==> config.mk <==
export PLATFORM = sky130hd
export DESIGN_NAME = bfa_mem
export DESIGN_NICKNAME = d
export VERILOG_FILES = /design/src/rtl/best_fit_block_allocator_assert.svh /design/src/rtl/bfa_pkg.sv /design/src/rtl/bfa_mem.sv
export SDC_FILE = /design/constraint.sdc
export NUM_CORES = 2
export LEC_CHECK = 0
export ABC_AREA = 1
export ABC_CLOCK_PERIOD_IN_PS = 1700
export BUFFER_PORTS_ARGS = -buffer_cell sky130_fd_sc_hd__buf_4
export CAP_MARGIN = 0
export CELL_PAD_IN_SITES_DETAIL_PLACEMENT = 1
export CELL_PAD_IN_SITES_GLOBAL_PLACEMENT = 1
export CORE_UTILIZATION = 25
export CTS_CLUSTER_SIZE = 16
export DETAILED_ROUTE_END_ITERATION = 16
export GPL_TIMING_DRIVEN = 0
export PLACE_DENSITY_LB_ADDON = 0.1
export SKIP_LAST_GASP = 1
export SYNTH_ARGS = -nofsm -noshare
export SYNTH_HDL_FRONTEND = slang
export SYNTH_SLANG_ARGS = --single-unit
==> constraint.sdc <==
create_clock -name i_clk -period 1.7 [get_ports i_clk]
set_clock_uncertainty 0.05 [all_clocks]
set_input_delay 0.085 -clock i_clk [delete_from_list [all_inputs] [get_ports i_clk]]
set_output_delay 0.085 -clock i_clk [all_outputs]
set_load 0.03 [all_outputs]
==> src/rtl/best_fit_block_allocator_assert.svh <==
// Assertion macros for the best-fit block allocator.
// Used by the top level only; expects i_clk and i_rst_n in scope.
`ifndef BEST_FIT_BLOCK_ALLOCATOR_ASSERT_SVH
`define BEST_FIT_BLOCK_ALLOCATOR_ASSERT_SVH

// The consequent must hold in the same cycle as the antecedent.
`define BFA_ASSERT_NOW(lbl, ante, cons, msg) \
    lbl: assert property (@(posedge i_clk) disable iff (!i_rst_n) (ante) |-> (cons)) \
        else $error(msg);

// The consequent must hold in the cycle after the antecedent.
`define BFA_ASSERT_NEXT(lbl, ante, cons, msg) \
    lbl: assert property (@(posedge i_clk) disable iff (!i_rst_n) (ante) |=> (cons)) \
        else $error(msg);

`endif

==> src/rtl/bfa_pkg.sv <==
// Shared codes and defaults for the best-fit block allocator.
// No dependencies; imported by every module of the block.
`default_nettype none
package bfa_pkg;
    localparam int MAX_BLOCKS_DEF   = 256;
    localparam int HEADER_BYTES_DEF = 32;
    localparam int ALIGN_BYTES_DEF  = 8;

    localparam logic [31:0] ARENA_BYTES_RST = 32'(1024 * 1024 * 10);
    localparam logic [15:0] MIN_SPLIT_RST   = 16'd16;

    localparam logic [1:0] OP_ALLOC = 2'd0;
    localparam logic [1:0] OP_FREE  = 2'd1;
    localparam logic [1:0] OP_QUERY = 2'd2;
    localparam logic [1:0] OP_INIT  = 2'd3;

    localparam logic [1:0] ST_OK    = 2'd0;
    localparam logic [1:0] ST_OOM   = 2'd1;
    localparam logic [1:0] ST_NULL  = 2'd2;
    localparam logic [1:0] ST_NOBLK = 2'd3;

    localparam logic [1:0] CFG_BASE   = 2'd0;
    localparam logic [1:0] CFG_BYTES  = 2'd1;
    localparam logic [1:0] CFG_MSPLIT = 2'd2;

    typedef logic [47:0] t_addr;
endpackage
`default_nettype wire

==> src/rtl/bfa_mem.sv <==
// Simple dual-port synchronous RAM: one write, one registered read per cycle.
// Uses bfa_pkg only for its default depth; holds entry tables.
`default_nettype none
module bfa_mem #(
    parameter int DEPTH = bfa_pkg::MAX_BLOCKS_DEF,
    parameter int WIDTH = 8
) (
    input  wire logic                     i_clk,
    input  wire logic                     i_we,
    input  wire logic [$clog2(DEPTH)-1:0] i_waddr,
    input  wire logic [WIDTH-1:0]         i_wdata,
    input  wire logic                     i_re,
    input  wire logic [$clog2(DEPTH)-1:0] i_raddr,
    output logic      [WIDTH-1:0]         o_rdata
);
    import bfa_pkg::*;

    logic [WIDTH-1:0] r_mem [DEPTH];

    always_ff @(posedge i_clk) begin
        if (i_we) begin
            r_mem[i_waddr] <= i_wdata;
        end
    end

    always_ff @(posedge i_clk) begin
        if (i_re) begin
            o_rdata <= r_mem[i_raddr];
        end
    end
endmodule
`default_nettype wire

==> flow_summary.ini <==
[placement]
hpwl_um = 308000
place_congestion = 0.936
port_buffers = 27
dpl_cell_area_um2 = 90700

[die]
start_util_pct = 25.2
placementRows = 211
ios = 35
die-width_um = 580
fp.dieH_um = 580
dieArea_um2 = 336000
core-area_um2 = 331000

[power_and_ir_drop]
ir_worst_vdd_mv = 0.887
power_frac_seq_pct = 48.0
power_mw = 117
p_sw_mw = 30.6
p_per_area_nw_per_um2 = 1140
p_sw_share_pct = 26.2
p_clk_share_pct = 43.4
p_int_mw = 86.0
combPwrFrac_pct = 8.7
total_leakage_power_nw = 34.8

[cts]
post-cts-setup-buffers = 0
clk_path_buf_depth = 4
clockRootBuffer = clkbuf_16
tritoncts = done
path_clk_slew_ns = 0.06
h-tree-depth = 4
clock_latency_ns = 0.96
cts_sinks = 2056
cts_inserted_buffers = 242

[critical_path]
cp_max_fo = 10
r2r_slack_ns = -0.30
cp-end-kind = flop
crit_type = input pin to flop
cp-start-kind = input pin
cp.arrival_ns = 2.73
worst_ep_required_time_ns = 2.33

[synth]
synth_seq_cells = 2056
synth_area_um2 = 83500
yosys_warnings = 0
netlist_instances = 7003
synth_nets = 7030
yosys.area.top_type = edfxtp_1
synth.area.top_cells = edfxtp_1, nand3_1, nand2_1, buf_2, nor2_1
synth_cell_types = 13
yosysTopAreaCellShare_pct = 74.0
synth-seq-area-share_pct = 74.0
avgSynthCellArea_um2 = 11.9

[global_route]
grt_pass1_vias = 59687
grtUsageTotal_pct = 25.4
grt_pass1_wl_um = 573000
top_usage_layer = met2
use_met2_pct = 40.8
use_met1_pct = 34.7
grt_overflow = 0
antenna_found_initial = 33
grt_max_degree = 135
use_met3_pct = 3.49

[timing]
worst_pin_slew_ns = 1.45
setup_ws_ns = -0.390
finalCritPeriodShare_pct = 123
setup_viol = 903
slew_headroom_pct = 2.69
hold_viol = 0
min_period_ns = 2.09
rsz0062_at_grt = yes
slew_viol_final = 0
fmaxAchievable_ghz = 0.478

[detailed_routing]
wl_per_cell_um = 36.7
wirelength_um = 438000
dr.pass1.iters = 5
viasPerCell = 5.10
vias = 60984
drt_iter0_markers = 6858
drc = 0
ant_nets = 0

[status]
violations = setup timing
outcome = finished with violations

[cells_and_area]
drive_above_1_share_pct = 18.1
seq_area_um2 = 61700
syn2layout_area_growth_pct = 22.2
fin_util_pct = 30.8
final_common_cell = nand2_1
fillers = 35688
multi_input_area_um2 = 22200
design_area_um2 = 102000
nets = 7394
final_cell_mix = nand2_1, edfxtp_1, nand3_1

[worst_hold_path]
hold_path_class = input pin to flop

[flow_run]
cap_viol_max_count = 0
-- cell type report --
cell class	instances	area share, %
well taps	4366	5.35
clock inverters	140	1.08
clock buffers	298	6.18
inverters	39	0.150
flip-flops and latches	2056	60.5
diodes	19	0.0466
repair buffers	120	1.85
multi-input cells	4425	21.7
plain buffers	483	3.09
-- critical path: stages --
cell	delay, ns
buf_4	0.14
clkbuf_2	0.48
clkdlybuf4s15_1	0.84
nand3_1	0.31
nand3_1	0.20
nand3_4	0.14
nand3_4	0.17
nand2_1	0.08
nand2_1	0.11
nand2_4	0.10
-- cell families (layout without fill, tap and decap cells) --
kind of cell,Yosys count,count (layout),share of synthesized area [%]
buffers and inverters,522,1080,3.12
DFF,2056,2056,74.0
other,0,19,0
and+or+nand+nor,4425,4425,22.9
-- Yosys cell counts --
library cell and instances:
buf_6 16, clkbuf_1 112, buf_4 46, inv_4 1, edfxtp_1 2056, nand2_1 2123, inv_1 36, nand3_1 2019
buf_8 1, inv_2 2, nor2_1 283, buf_2 268, buf_1 40
-- power groups by stage --
stage / Combinational [mW] / Sequential (mW) / Clock [mW]
floorplan: 3.45 / 57.0 / 0
global placement: 8.89 / 57.1 / 0
detailed placement: 9.15 / 57.0 / 0
CTS: 9.68 / 55.9 / 51.2
global route: 10.4 / 55.9 / 52.9
finish: 10.1 / 56.0 / 50.6
-- registers in the layout, summed over array words and instances, names as in the netlist --
register,cells
r_mem,2048
o_rdata,8
-- through the flow --
stage	cells	setup TNS [ns]	setup slack [ns]	hold WS [ns]
3_5_place_dp	11456	-2088.06	-2.76	0.450
5_1_grt	11934	-114.86	-0.293	0.0676
3_3_place_gp	11396	-6284.03	-3.26	0.468
6_report	11946	-134.60	-0.390	0.0612
2_1_floorplan	7003	0	0.0735	0.134
4_1_cts	11927	-161.66	-0.363	0.00162
-- worst paths after layout --
kind,startpoint,end,cells after the start
setup reg to reg,r_mem[215][7]$_DFFE_PP_,o_rdata[7]$_DFFE_PP_,10
hold / removal,i_waddr[6],r_mem[250][7]$_DFFE_PP_,5
hold reg to reg,r_mem[66][7]$_DFFE_PP_,o_rdata[7]$_DFFE_PP_,10
setup / recovery,i_raddr[3],o_rdata[3]$_DFFE_PP_,10
-- timing repair --
action | in CTS | in global routing
hold buffers | 33 | 0
endpoints found under the setup margin | 1242 | 1286
pin swaps | 38 | 65
gates resized for setup | 505 | 409
endpoints found under the hold margin | 1110 | 0
-- layer usage --
metal	part of all wire, %	vias to the layer above	wire [um]
met5	0	-	0
met4	4.6	0	20100
met3	6.0	566	26100
met2	46	2222	201000
met1	44	32485	191000
li1	-	25711	-
Note: power is estimated with default switching activity, not from simulation.
